==> config.mk <==
export PLATFORM = sky130hd
export DESIGN_NAME = source_text_tokenizer_unit
export DESIGN_NICKNAME = d
export VERILOG_FILES = /design/src/stt_pkg.sv /design/src/stt_front.sv /design/src/stt_queue.sv /design/src/source_text_tokenizer_unit.sv
export SDC_FILE = /design/constraint.sdc
export NUM_CORES = 1
export LEC_CHECK = 0
export CAP_MARGIN = 20
export CELL_PAD_IN_SITES_DETAIL_PLACEMENT = 0
export CELL_PAD_IN_SITES_GLOBAL_PLACEMENT = 1
export CORE_ASPECT_RATIO = 0.6
export CORE_UTILIZATION = 50
export DETAILED_ROUTE_END_ITERATION = 12
export DONT_BUFFER_PORTS = 1
export GPL_ROUTABILITY_DRIVEN = 0
export PLACE_DENSITY = 0.78
export SYNTH_ARGS = -nofsm -noshare
export SYNTH_HDL_FRONTEND = slang
export SYNTH_SLANG_ARGS = --single-unit
==> constraint.sdc <==
create_clock -name clk -period 13.4 [get_ports clk]
set_clock_uncertainty 0.05 [all_clocks]
set_input_delay 2.01 -clock clk [delete_from_list [all_inputs] [get_ports clk]]
set_output_delay 2.01 -clock clk [all_outputs]
set_load 0.02 [all_outputs]
==> src/stt_pkg.sv <==
// Shared constants and types for the source text tokeniser.
// Depends on nothing; used by every module of the block.
`default_nettype none

package stt_pkg;

  localparam int KIND_W      = 5;
  localparam int PREFIX_W    = 48;
  localparam int QUEUE_DEPTH = 8;

  localparam logic [KIND_W-1:0] KIND_END    = 5'd0;
  localparam logic [KIND_W-1:0] KIND_IDENT  = 5'd1;
  localparam logic [KIND_W-1:0] KIND_NUMBER = 5'd2;
  localparam logic [KIND_W-1:0] KIND_FN     = 5'd3;
  localparam logic [KIND_W-1:0] KIND_LET    = 5'd4;
  localparam logic [KIND_W-1:0] KIND_RETURN = 5'd5;
  localparam logic [KIND_W-1:0] KIND_LPAREN = 5'd6;
  localparam logic [KIND_W-1:0] KIND_RPAREN = 5'd7;
  localparam logic [KIND_W-1:0] KIND_LBRACE = 5'd8;
  localparam logic [KIND_W-1:0] KIND_RBRACE = 5'd9;
  localparam logic [KIND_W-1:0] KIND_SEMI   = 5'd10;
  localparam logic [KIND_W-1:0] KIND_COLON  = 5'd11;
  localparam logic [KIND_W-1:0] KIND_COMMA  = 5'd12;
  localparam logic [KIND_W-1:0] KIND_PLUS   = 5'd13;
  localparam logic [KIND_W-1:0] KIND_MINUS  = 5'd14;
  localparam logic [KIND_W-1:0] KIND_ASSIGN = 5'd15;
  localparam logic [KIND_W-1:0] KIND_ARROW  = 5'd16;

  localparam logic [PREFIX_W-1:0] KW_FN     = 48'h0000_0000_666E;
  localparam logic [PREFIX_W-1:0] KW_LET    = 48'h0000_006C_6574;
  localparam logic [PREFIX_W-1:0] KW_RETURN = 48'h7265_7475_726E;

  localparam logic [7:0] CH_NUL   = 8'h00;
  localparam logic [7:0] CH_TAB   = 8'h09;
  localparam logic [7:0] CH_LF    = 8'h0A;
  localparam logic [7:0] CH_CR    = 8'h0D;
  localparam logic [7:0] CH_SPACE = 8'h20;
  localparam logic [7:0] CH_UNDER = 8'h5F;
  localparam logic [7:0] CH_SLASH = 8'h2F;
  localparam logic [7:0] CH_MINUS = 8'h2D;
  localparam logic [7:0] CH_GT    = 8'h3E;

  typedef struct packed {
    logic first;
    logic second;
  } tok_push_t;

endpackage

`default_nettype wire

==> src/stt_front.sv <==
// Scanner front end: classifies each byte, tracks position and emits up to two tokens.
// Depends on stt_pkg.
`default_nettype none

module stt_front #(
  parameter int POSITION_WIDTH = 16,
  parameter int TOK_W = stt_pkg::KIND_W + 4 * POSITION_WIDTH + 1
) (
  input  wire logic                 clk,
  input  wire logic                 rst_n,
  input  wire logic                 accept,
  input  wire logic [7:0]           char_in,
  output stt_pkg::tok_push_t        push_o,
  output logic      [TOK_W-1:0]     tok0_o,
  output logic      [TOK_W-1:0]     tok1_o
);

  localparam int PW = POSITION_WIDTH;
  localparam int KW = stt_pkg::KIND_W;
  localparam int XW = stt_pkg::PREFIX_W;

  localparam logic [2:0] MODE_IDLE    = 3'd0;
  localparam logic [2:0] MODE_IDENT   = 3'd1;
  localparam logic [2:0] MODE_NUMBER  = 3'd2;
  localparam logic [2:0] MODE_MINUS   = 3'd3;
  localparam logic [2:0] MODE_SLASH   = 3'd4;
  localparam logic [2:0] MODE_COMMENT = 3'd5;
  localparam logic [2:0] MODE_HALTED  = 3'd6;

  localparam logic [PW-1:0] POS_ONE = PW'(1);
  localparam logic [PW-1:0] POS_MAX = {PW{1'b1}};

  logic [2:0]    mode_r, mode_nxt;
  logic [PW-1:0] off_r, off_nxt;
  logic [PW-1:0] line_r, line_nxt;
  logic [PW-1:0] col_r, col_nxt;
  logic [PW-1:0] tso_r, tso_nxt;
  logic [PW-1:0] tline_r, tline_nxt;
  logic [PW-1:0] tcol_r, tcol_nxt;
  logic [PW-1:0] tlen_r, tlen_nxt;
  logic [XW-1:0] prefix_r, prefix_nxt;

  logic          is_alpha, is_digit, is_ws;
  logic [KW-1:0] punct_kind;
  logic [KW-1:0] ident_kind;

  logic          id_emit, id_adv, id_mark, id_clear;
  logic [KW-1:0] id_kind;
  logic [PW-1:0] id_len;
  logic [2:0]    id_mode;

  logic          run_idle, pend_emit, m_adv, m_clear, m_grow;
  logic [KW-1:0] pend_kind;
  logic [PW-1:0] pend_len;
  logic [2:0]    m_mode;
  logic          emit_idle;

  always_comb begin
    is_alpha = (char_in >= 8'h61 && char_in <= 8'h7A) || (char_in >= 8'h41 && char_in <= 8'h5A)
               || char_in == stt_pkg::CH_UNDER;
    is_digit = char_in >= 8'h30 && char_in <= 8'h39;
    is_ws    = char_in == stt_pkg::CH_SPACE || char_in == stt_pkg::CH_TAB
               || char_in == stt_pkg::CH_CR || char_in == stt_pkg::CH_LF;
    unique case (char_in)
      8'h28:   punct_kind = stt_pkg::KIND_LPAREN;
      8'h29:   punct_kind = stt_pkg::KIND_RPAREN;
      8'h7B:   punct_kind = stt_pkg::KIND_LBRACE;
      8'h7D:   punct_kind = stt_pkg::KIND_RBRACE;
      8'h3B:   punct_kind = stt_pkg::KIND_SEMI;
      8'h3A:   punct_kind = stt_pkg::KIND_COLON;
      8'h2C:   punct_kind = stt_pkg::KIND_COMMA;
      8'h2B:   punct_kind = stt_pkg::KIND_PLUS;
      8'h3D:   punct_kind = stt_pkg::KIND_ASSIGN;
      default: punct_kind = stt_pkg::KIND_END;
    endcase
    priority if (tlen_r == PW'(2) && prefix_r == stt_pkg::KW_FN) begin
      ident_kind = stt_pkg::KIND_FN;
    end else if (tlen_r == PW'(3) && prefix_r == stt_pkg::KW_LET) begin
      ident_kind = stt_pkg::KIND_LET;
    end else if (tlen_r == PW'(6) && prefix_r == stt_pkg::KW_RETURN) begin
      ident_kind = stt_pkg::KIND_RETURN;
    end else begin
      ident_kind = stt_pkg::KIND_IDENT;
    end
  end

  // Scan from the idle mode at the current position.
  always_comb begin
    id_emit  = 1'b0;
    id_adv   = 1'b0;
    id_mark  = 1'b0;
    id_clear = 1'b0;
    id_kind  = stt_pkg::KIND_END;
    id_len   = '0;
    id_mode  = MODE_IDLE;
    priority if (char_in == stt_pkg::CH_NUL) begin
      id_emit  = 1'b1;
      id_clear = 1'b1;
    end else if (is_ws) begin
      id_adv = 1'b1;
    end else if (is_alpha) begin
      id_mark = 1'b1;
      id_adv  = 1'b1;
      id_mode = MODE_IDENT;
    end else if (is_digit) begin
      id_mark = 1'b1;
      id_adv  = 1'b1;
      id_mode = MODE_NUMBER;
    end else if (char_in == stt_pkg::CH_MINUS) begin
      id_mark = 1'b1;
      id_adv  = 1'b1;
      id_mode = MODE_MINUS;
    end else if (char_in == stt_pkg::CH_SLASH) begin
      id_mark = 1'b1;
      id_adv  = 1'b1;
      id_mode = MODE_SLASH;
    end else if (punct_kind != stt_pkg::KIND_END) begin
      id_emit = 1'b1;
      id_adv  = 1'b1;
      id_kind = punct_kind;
      id_len  = POS_ONE;
    end else begin
      id_emit = 1'b1;
      id_mode = MODE_HALTED;
    end
  end

  always_comb begin
    run_idle  = 1'b0;
    pend_emit = 1'b0;
    pend_kind = stt_pkg::KIND_END;
    pend_len  = tlen_r;
    m_adv     = 1'b0;
    m_clear   = 1'b0;
    m_grow    = 1'b0;
    m_mode    = mode_r;
    unique case (mode_r)
      MODE_IDENT, MODE_NUMBER: begin
        if ((mode_r == MODE_IDENT) ? (is_alpha || is_digit) : is_digit) begin
          m_grow = 1'b1;
          m_adv  = 1'b1;
        end else begin
          pend_emit = 1'b1;
          pend_kind = (mode_r == MODE_IDENT) ? ident_kind : stt_pkg::KIND_NUMBER;
          run_idle  = 1'b1;
        end
      end
      MODE_MINUS: begin
        pend_emit = 1'b1;
        if (char_in == stt_pkg::CH_GT) begin
          pend_kind = stt_pkg::KIND_ARROW;
          pend_len  = PW'(2);
          m_mode    = MODE_IDLE;
          m_adv     = 1'b1;
        end else begin
          pend_kind = stt_pkg::KIND_MINUS;
          run_idle  = 1'b1;
        end
      end
      MODE_SLASH: begin
        if (char_in == stt_pkg::CH_SLASH) begin
          m_mode = MODE_COMMENT;
          m_adv  = 1'b1;
        end else begin
          pend_emit = 1'b1;
          pend_len  = '0;
          m_clear   = char_in == stt_pkg::CH_NUL;
          m_mode    = MODE_HALTED;
        end
      end
      MODE_COMMENT: begin
        if (char_in == stt_pkg::CH_NUL) begin
          run_idle = 1'b1;
        end else begin
          m_adv = 1'b1;
          if (char_in == stt_pkg::CH_LF) begin
            m_mode = MODE_IDLE;
          end
        end
      end
      MODE_HALTED: begin
        m_clear = char_in == stt_pkg::CH_NUL;
      end
      default: begin
        run_idle = 1'b1;
      end
    endcase
  end

  always_comb begin
    mode_nxt   = run_idle ? id_mode : m_mode;
    off_nxt    = off_r;
    line_nxt   = line_r;
    col_nxt    = col_r;
    tso_nxt    = tso_r;
    tline_nxt  = tline_r;
    tcol_nxt   = tcol_r;
    tlen_nxt   = tlen_r;
    prefix_nxt = prefix_r;
    if (run_idle && id_mark) begin
      tso_nxt    = off_r;
      tline_nxt  = line_r;
      tcol_nxt   = col_r;
      tlen_nxt   = POS_ONE;
      prefix_nxt = XW'(char_in);
    end
    if (!run_idle && m_grow) begin
      tlen_nxt = (tlen_r == POS_MAX) ? tlen_r : tlen_r + POS_ONE;
      if (mode_r == MODE_IDENT && tlen_r < PW'(6)) begin
        prefix_nxt = {prefix_r[XW-9:0], char_in};
      end
    end
    if (run_idle ? id_adv : m_adv) begin
      off_nxt = off_r + POS_ONE;
      if (char_in == stt_pkg::CH_LF) begin
        line_nxt = (line_r == POS_MAX) ? line_r : line_r + POS_ONE;
        col_nxt  = POS_ONE;
      end else begin
        col_nxt = (col_r == POS_MAX) ? col_r : col_r + POS_ONE;
      end
    end
    if (run_idle ? id_clear : m_clear) begin
      mode_nxt   = MODE_IDLE;
      off_nxt    = '0;
      line_nxt   = POS_ONE;
      col_nxt    = POS_ONE;
      tso_nxt    = '0;
      tline_nxt  = POS_ONE;
      tcol_nxt   = POS_ONE;
      tlen_nxt   = '0;
      prefix_nxt = '0;
    end
  end

  always_comb begin
    emit_idle     = run_idle && id_emit;
    push_o.first  = accept && (pend_emit || emit_idle);
    push_o.second = accept && pend_emit && emit_idle;
    tok1_o        = {id_kind, off_r, id_len, line_r, col_r, 1'b1};
    tok0_o        = pend_emit ? {pend_kind, tso_r, pend_len, tline_r, tcol_r, !emit_idle}
                              : tok1_o;
  end

  always_ff @(posedge clk) begin
    if (!rst_n) begin
      mode_r   <= MODE_IDLE;
      off_r    <= '0;
      line_r   <= POS_ONE;
      col_r    <= POS_ONE;
      tso_r    <= '0;
      tline_r  <= POS_ONE;
      tcol_r   <= POS_ONE;
      tlen_r   <= '0;
      prefix_r <= '0;
    end else if (accept) begin
      mode_r   <= mode_nxt;
      off_r    <= off_nxt;
      line_r   <= line_nxt;
      col_r    <= col_nxt;
      tso_r    <= tso_nxt;
      tline_r  <= tline_nxt;
      tcol_r   <= tcol_nxt;
      tlen_r   <= tlen_nxt;
      prefix_r <= prefix_nxt;
    end
  end

endmodule

`default_nettype wire

==> src/stt_queue.sv <==
// Token queue between the scanner and the result port: two writes, one read per cycle.
// Depends on stt_pkg.
`default_nettype none

module stt_queue #(
  parameter int DATA_W = 70
) (
  input  wire logic               clk,
  input  wire logic               rst_n,
  input  wire stt_pkg::tok_push_t push_i,
  input  wire logic  [DATA_W-1:0] wdata0_i,
  input  wire logic  [DATA_W-1:0] wdata1_i,
  input  wire logic               pop_i,
  output logic                    full_o,
  output logic                    empty_o,
  output logic       [DATA_W-1:0] rdata_o
);

  localparam int DEPTH = stt_pkg::QUEUE_DEPTH;
  localparam int PTR_W = $clog2(DEPTH);
  localparam int CNT_W = PTR_W + 1;

  logic [DATA_W-1:0] mem [DEPTH];
  logic [PTR_W-1:0]  wr_ptr_r, wr_ptr_nxt;
  logic [PTR_W-1:0]  rd_ptr_r, rd_ptr_nxt;
  logic [CNT_W-1:0]  count_r, count_nxt;
  logic              do_pop;

  always_comb begin
    empty_o    = count_r == '0;
    full_o     = count_r > CNT_W'(DEPTH - 2);
    rdata_o    = mem[rd_ptr_r];
    do_pop     = pop_i && !empty_o;
    wr_ptr_nxt = wr_ptr_r + PTR_W'(push_i.first) + PTR_W'(push_i.second);
    rd_ptr_nxt = rd_ptr_r + PTR_W'(do_pop);
    count_nxt  = count_r + CNT_W'(push_i.first) + CNT_W'(push_i.second) - CNT_W'(do_pop);
  end

  always_ff @(posedge clk) begin
    if (push_i.first) begin
      mem[wr_ptr_r] <= wdata0_i;
    end
    if (push_i.second) begin
      mem[wr_ptr_r + PTR_W'(1)] <= wdata1_i;
    end
  end

  always_ff @(posedge clk) begin
    if (!rst_n) begin
      wr_ptr_r <= '0;
      rd_ptr_r <= '0;
      count_r  <= '0;
    end else begin
      wr_ptr_r <= wr_ptr_nxt;
      rd_ptr_r <= rd_ptr_nxt;
      count_r  <= count_nxt;
    end
  end

endmodule

`default_nettype wire

==> src/source_text_tokenizer_unit.sv <==
// A token is readable in the cycle after the byte that closes it is accepted.
// One byte per cycle unless full; each yields up to two tokens into an eight-entry queue.
// full rises at seven queued tokens, so bytes stall only while results go untaken.
// Reset (synchronous, active low) empties the queue and sets line and column to 1.
// A zero byte ends the source and returns the scanner to its reset state.
`default_nettype none

module source_text_tokenizer_unit #(
  parameter int POSITION_WIDTH = 16
) (
  input  wire logic                      clk,
  input  wire logic                      rst_n,
  input  wire logic                      push,
  output logic                           full,
  input  wire logic [7:0]                in_char_in,
  output logic                           empty,
  input  wire logic                      pop,
  output logic [stt_pkg::KIND_W-1:0]     out_kind,
  output logic [POSITION_WIDTH-1:0]      out_start_offset,
  output logic [POSITION_WIDTH-1:0]      out_length,
  output logic [POSITION_WIDTH-1:0]      out_line,
  output logic [POSITION_WIDTH-1:0]      out_column,
  output logic                           out_last_of_run
);

  localparam int TOK_W = stt_pkg::KIND_W + 4 * POSITION_WIDTH + 1;

  stt_pkg::tok_push_t tok_push;
  logic [TOK_W-1:0]   tok0;
  logic [TOK_W-1:0]   tok1;
  logic [TOK_W-1:0]   head;
  logic               accept;

  assign accept = push && !full;

  stt_front #(
    .POSITION_WIDTH (POSITION_WIDTH),
    .TOK_W          (TOK_W)
  ) u_front (
    .clk     (clk),
    .rst_n   (rst_n),
    .accept  (accept),
    .char_in (in_char_in),
    .push_o  (tok_push),
    .tok0_o  (tok0),
    .tok1_o  (tok1)
  );

  stt_queue #(
    .DATA_W (TOK_W)
  ) u_queue (
    .clk      (clk),
    .rst_n    (rst_n),
    .push_i   (tok_push),
    .wdata0_i (tok0),
    .wdata1_i (tok1),
    .pop_i    (pop),
    .full_o   (full),
    .empty_o  (empty),
    .rdata_o  (head)
  );

  assign {out_kind, out_start_offset, out_length, out_line, out_column, out_last_of_run} = head;

endmodule

`default_nettype wire

Yosys cells after proc, flatten, opt, wreduce, memory -nomap -nowiden:

Memory sizes are Yosys's and may differ from the RTL's. A register that Yosys moved wholly into a read port is not among the register bits.
Cells that the tools add are included.
Widths: inputs -> output; s select.

* $add $sub $neg: 11
* $lt $le $gt $ge: 8
* equality and inequality tests: 38
* multiplexer cells: 103
* reduce and logical (&&, ||, !) cells: 42

Operators with widths (number)
* $mux 16: 28
* $mux 48: 4
* $eq 8x6->1 const B: 11
* $mux 70: 1
* $add 16x1->16 const B: 4
* $mux 5: 11
* $eq 16x16->1 const B: 3
* $eq 48x15->1 const B: 1
* $eq 48x23->1 const B: 1
* $eq 48x47->1 const B: 1
* $mux 3: 14
* $pmux 4 s9: 1
* $mux 1: 35
* $eq 16x2->1 const B: 2
* $pmux 16 s2: 1
* $eq 8x4->1 const B: 3
* $eq 8x7->1 const B: 3
* $eq 16x3->1 const B: 1
* $ge 8x7->1 const B: 2
* $le 8x7->1 const B: 2
* $lt 16x3->1 const B: 1
* $logic_and 1x1->1: 15
* $pmux 5 s2: 1
* $reduce_bool 5->1: 2
* 32 further kinds: 54

* bits in registers: 173
* memory bits (writable): 560
* output and inout port bits: 72
* word-level logic and storage cells: 215
* memories: 1

Memories
* u_queue.mem: words 8, bits a word 70, rd ports 1, clocked after memory_dff 1, write ports 2, line stt_queue.sv:23 `logic [DATA_W-1:0] mem [DEPTH];`

Longest topological paths before layout:

* word-level depth: 14
* depth in mapped cells: 18
* mapped depth without buffers: 15

By module:

Synthesis repeated with hierarchy kept, for this count alone.

* cell total of the unflattened synthesis: 2482
* area, all modules: 37103.1 µm²

By module, submodules not included
* stt_queue: times used 1, cells an instance 1511, area an instance 28253.3 µm²
* stt_front: times used 1, cells an instance 970, area an instance 8836.0 µm²
* source_text_tokenizer_unit: times used 1, cells an instance 1, area an instance 13.8 µm²

Worst setup path before layout:

OpenSTA, ideal clock, no wires.

* kind: input to register
* start: in in_char_in[1]
* end: mem u_queue.mem[1][10] (enable)
* library setup time: 412 ps
* arrival time: 5430 ps
* setup slack: 7508 ps
* cell stages on the path: 8
* buffers on the path: 1
* cell sequence: or4_1 > o21a_1 > a311o_1 > a21o_1 > a2111oi_4 > nand4b_1 > clkbuf_1 > nand2_1

RTL lines
* start, declared: line source_text_tokenizer_unit.sv:15 `input wire logic [7:0] in_char_in,`
* end, declared: line stt_queue.sv:23

==> run_results.csv <==
group,metric,value,unit
synthesis,netlist_area,33700,um^2
timing,worstMarginPinSlew,1.12,ns
synthesis,synth_common_cells,"466 x a22o_1, 424 x edfxtp_1, 309 x dfxtp_1",
timing,setup_ws,7.01,ns
final_layout,layout.cells.non_filler,3478,
drt,drc,0,
power_and_ir_drop,leakage,12.4,nW
drt,dr.pass1.iters,5,
final_layout,seq_area,18900,um^2
timing,finalHoldViolCount,0,
place,dp_hpwl,54600,um
drt,antenna_left,0,
critical_path,crit_path_top_delay_cell,"nand4_1",
synthesis,synth_edf_count,424,
clocking,ctsResizeCount,0,
critical_path,crit_top_cell,"buf_4",
clocking,clk_pin_slew,0.06,ns
timing,slew_headroom,25.5,%
final_layout,multi_input_area,13600,um^2
worst_hold_path,hold_start,"u_queue.mem[1][0]$_SDFFE_PP1P_",
critical_path,cp.buffers_inverters,2,
critical_path,startpoint,"in_char_in[1]",
die,rows,73,
job,maxCapViolations,0,
clocking,cts.sinks,733,
clocking,numCtsBuffers,71,
critical_path,worstPathMaxFanout,43,
global_route,antenna_found_initial,0,
synthesis,ys_ff_latch,733,
timing,fin_crit_sh,47.7,%
die,die_x,337,um
timing,rsz0062_at_grt,"no",
die,die_h,203,um
die,coreArea,66500,um^2
place,place_area,34300,um^2
critical_path,setup.worst_path.start_class,"primary input",
die,die-area,68500,um^2
die,start_util,50.7,%
final_layout,final_layout_size_suffix_gt1_share,16.6,%
worst_hold_path,worstHoldPathCells,2,
synthesis,syn-num-nets,2733,
timing,period_needed,6.39,ns
place,dp_slack,6.46,ns
critical_path,cp_num_cells,9,
critical_path,crit_required,13.58,ns
timing,maxSlewViolCount,0,
run_status,status,"completed",
critical_path,reg2reg_from,"u_queue.count_r[3]$_SDFF_PN0_",
synthesis,post_synth_num_cell_types,74,
synthesis,synthFlopType,"edfxtp_1",
clocking,clock_path_buffers,3,
timing,finalSetupViolations,0,
synthesis,synth_cells,2704,
final_layout,fillCellCount,5453,
critical_path,ff2ff_path_depth,10,
synthesis,yosys-top-cells-area,"edfxtp_1 38%, dfxtp_1 18%, a22o_1 12%",
timing,clock.fmax,0.156,GHz
clocking,cts-root-buf,"clkbuf_16",
synthesis,synth.avg_cell_area,12.5,um^2
worst_hold_path,worstHoldPathType,"flop to flop",
synthesis,synth.most_common_cell,"a22o_1",
drt,wl_per_cell,29.2,um
critical_path,crit_chain,"or4_1 -> o21a_1 -> a311o_1 -> a21o_1 -> a2111oi_4 -> nand4_1 -> buf_4 -> nand2_2 -> buf_4",
critical_path,path_class,"primary input to flop",
global_route,grt_max_degree,118,
global_route,grt_pass1_wl,150000,um
synthesis,synth_warnings,0,
die,ios,84,
global_route,overflow,0,
clocking,cts.htree.levels,3,
drt,via_per_inst,6.92,
clocking,cts_tree,"yes",
drt,routed_wl,101000,um
place,place_inst,3346,
clocking,postCtsHoldBufs,0,
global_route,grtUsageTotal,29.5,%
power_and_ir_drop,total_power,5.92,mW
critical_path,max_stage_delay,0.93,ns
final_layout,finish.net_count,2551,
power_and_ir_drop,power.density,161,nW/um^2
synthesis,yosysTopAreaCellShare,37.8,%
power_and_ir_drop,ir_drop,0.000117,V
final_layout,area_growth,8.68,%
synthesis,synthArstFlopShare,0,%
place,port_buffers,0,
clocking,post_cts_buffers,0,
critical_path,critPathTopFamily,"simple AND/OR/NAND/NOR gates",
clocking,clk_latency,0.63,ns
synthesis,yosys.area.top_type,"edfxtp_1",
final_layout,insertedDiodeCount,0,
critical_path,end_kind,"flop",
critical_path,critPathArrivalTime,6.57,ns
drt,drt_iter0_drc,3274,
final_layout,stdcell_area,36700,um^2
global_route,grt_pass1_vias,22672,
synthesis,ys_seq_area_share,56.1,%
drt,vias,24073,
timing,setup-tns-final,0,ns
## registers in the layout (all words and copies together) (netlist names)
name,cells
u_queue.mem,560
u_front.prefix_r,48
u_front.col_r,16
u_front.line_r,16
u_front.off_r,16
u_front.tcol_r,16
u_front.tlen_r,16
u_front.tline_r,16
u_front.tso_r,16
u_queue.count_r,4
u_front.mode_r,3
u_queue.rd_ptr_r,3
u_queue.wr_ptr_r,3
## placed cells by master (no fill, tap or decap), drive strengths merged, types with 28 or more instances in the layout
| master | netlist | layout |
|---|---|---|
| edfxtp | 424 | 424 |
| mux4 | 140 | 140 |
| mux2 | 69 | 69 |
| o21ai | 181 | 181 |
| inv | 29 | 32 |
| nand2 | 108 | 108 |
| a21oi | 28 | 28 |
| nor2 | 104 | 104 |
| a22o | 466 | 466 |
| dfxtp | 309 | 309 |
| clkbuf | 205 | 100 |
| buf | 112 | 61 |
| nand3 | 171 | 171 |
| o22ai | 43 | 43 |
## power breakdown
| group | internal [mW] | leakage, nW | total (mW) | switching (mW) |
|---|---|---|---|---|
| sequential | 2.54 | 6.81 | 2.63 | 0.0875 |
| combinational | 0.405 | 4.42 | 1.24 | 0.835 |
| clock | 1.17 | 1.16 | 2.05 | 0.877 |
## final timing paths
path	to	slack, ns
min reg2reg	u_queue.mem[1][0]$_SDFFE_PP1P_	0.42
min	u_queue.mem[1][0]$_SDFFE_PP1P_	0.42
max	u_queue.mem[3][57]$_DFFE_PP_	7.01
max reg2reg	u_queue.mem[3][57]$_DFFE_PP_	8.03
## area by class of cell
cell class	instances	area share, %
clock inverter	30	0.771
multi-input combinational	1625	37.2
sequential	733	51.6
tap	900	3.07
clock buffer	99	5.62
timing repair buffer	62	1.40
inverter	29	0.297
## worst reg2reg max path, stage by stage (launching register included)
cell and delay, ns:
dfxtp_1 0.32, inv_1 0.06, ha_1 0.18, nand2_1 0.08, mux2i_1 0.41, nand2_1 0.56, nor2_1 0.82, nand4_1 0.91
buf_4 0.53, nand2_2 0.25, buf_4 0.76
## metal layers
metal | global-route usage, % | up-vias | part of all wire [%]
met5 | 0 | - | 0
met1 | 44.3 | 12122 | 43
met3 | 8.27 | 160 | 13
li1 | - | 10289 | -
met4 | 6.85 | 0 | 1.9
met2 | 42.2 | 1502 | 42
## logic make-up (layout without fill, tap and decap cells)
group                    count (synthesis)  in the layout  share of synthesized area [%]
XOR/XNOR                                37             37                          0.961
multiplexers                           213            213                           11.8
flip-flops                             733            733                           56.1
AND/OR/NAND/NOR                        556            556                           8.36
AO/OA/AOI/OAI                          802            802                           18.0
buffers and inverters                  346            220                           4.08
adder cells (fa/ha/maj)                 17             17                          0.697
## stage by stage
stage,util (%),hold slack [ns]
finish,55.1,0.415
global route,55.1,0.440
CTS,55.1,0.415
detailed placement,51.5,0.406
global placement,51.5,0.393
floorplan,-,0.381
No activity file was read; power rests on OpenSTA's default activity.
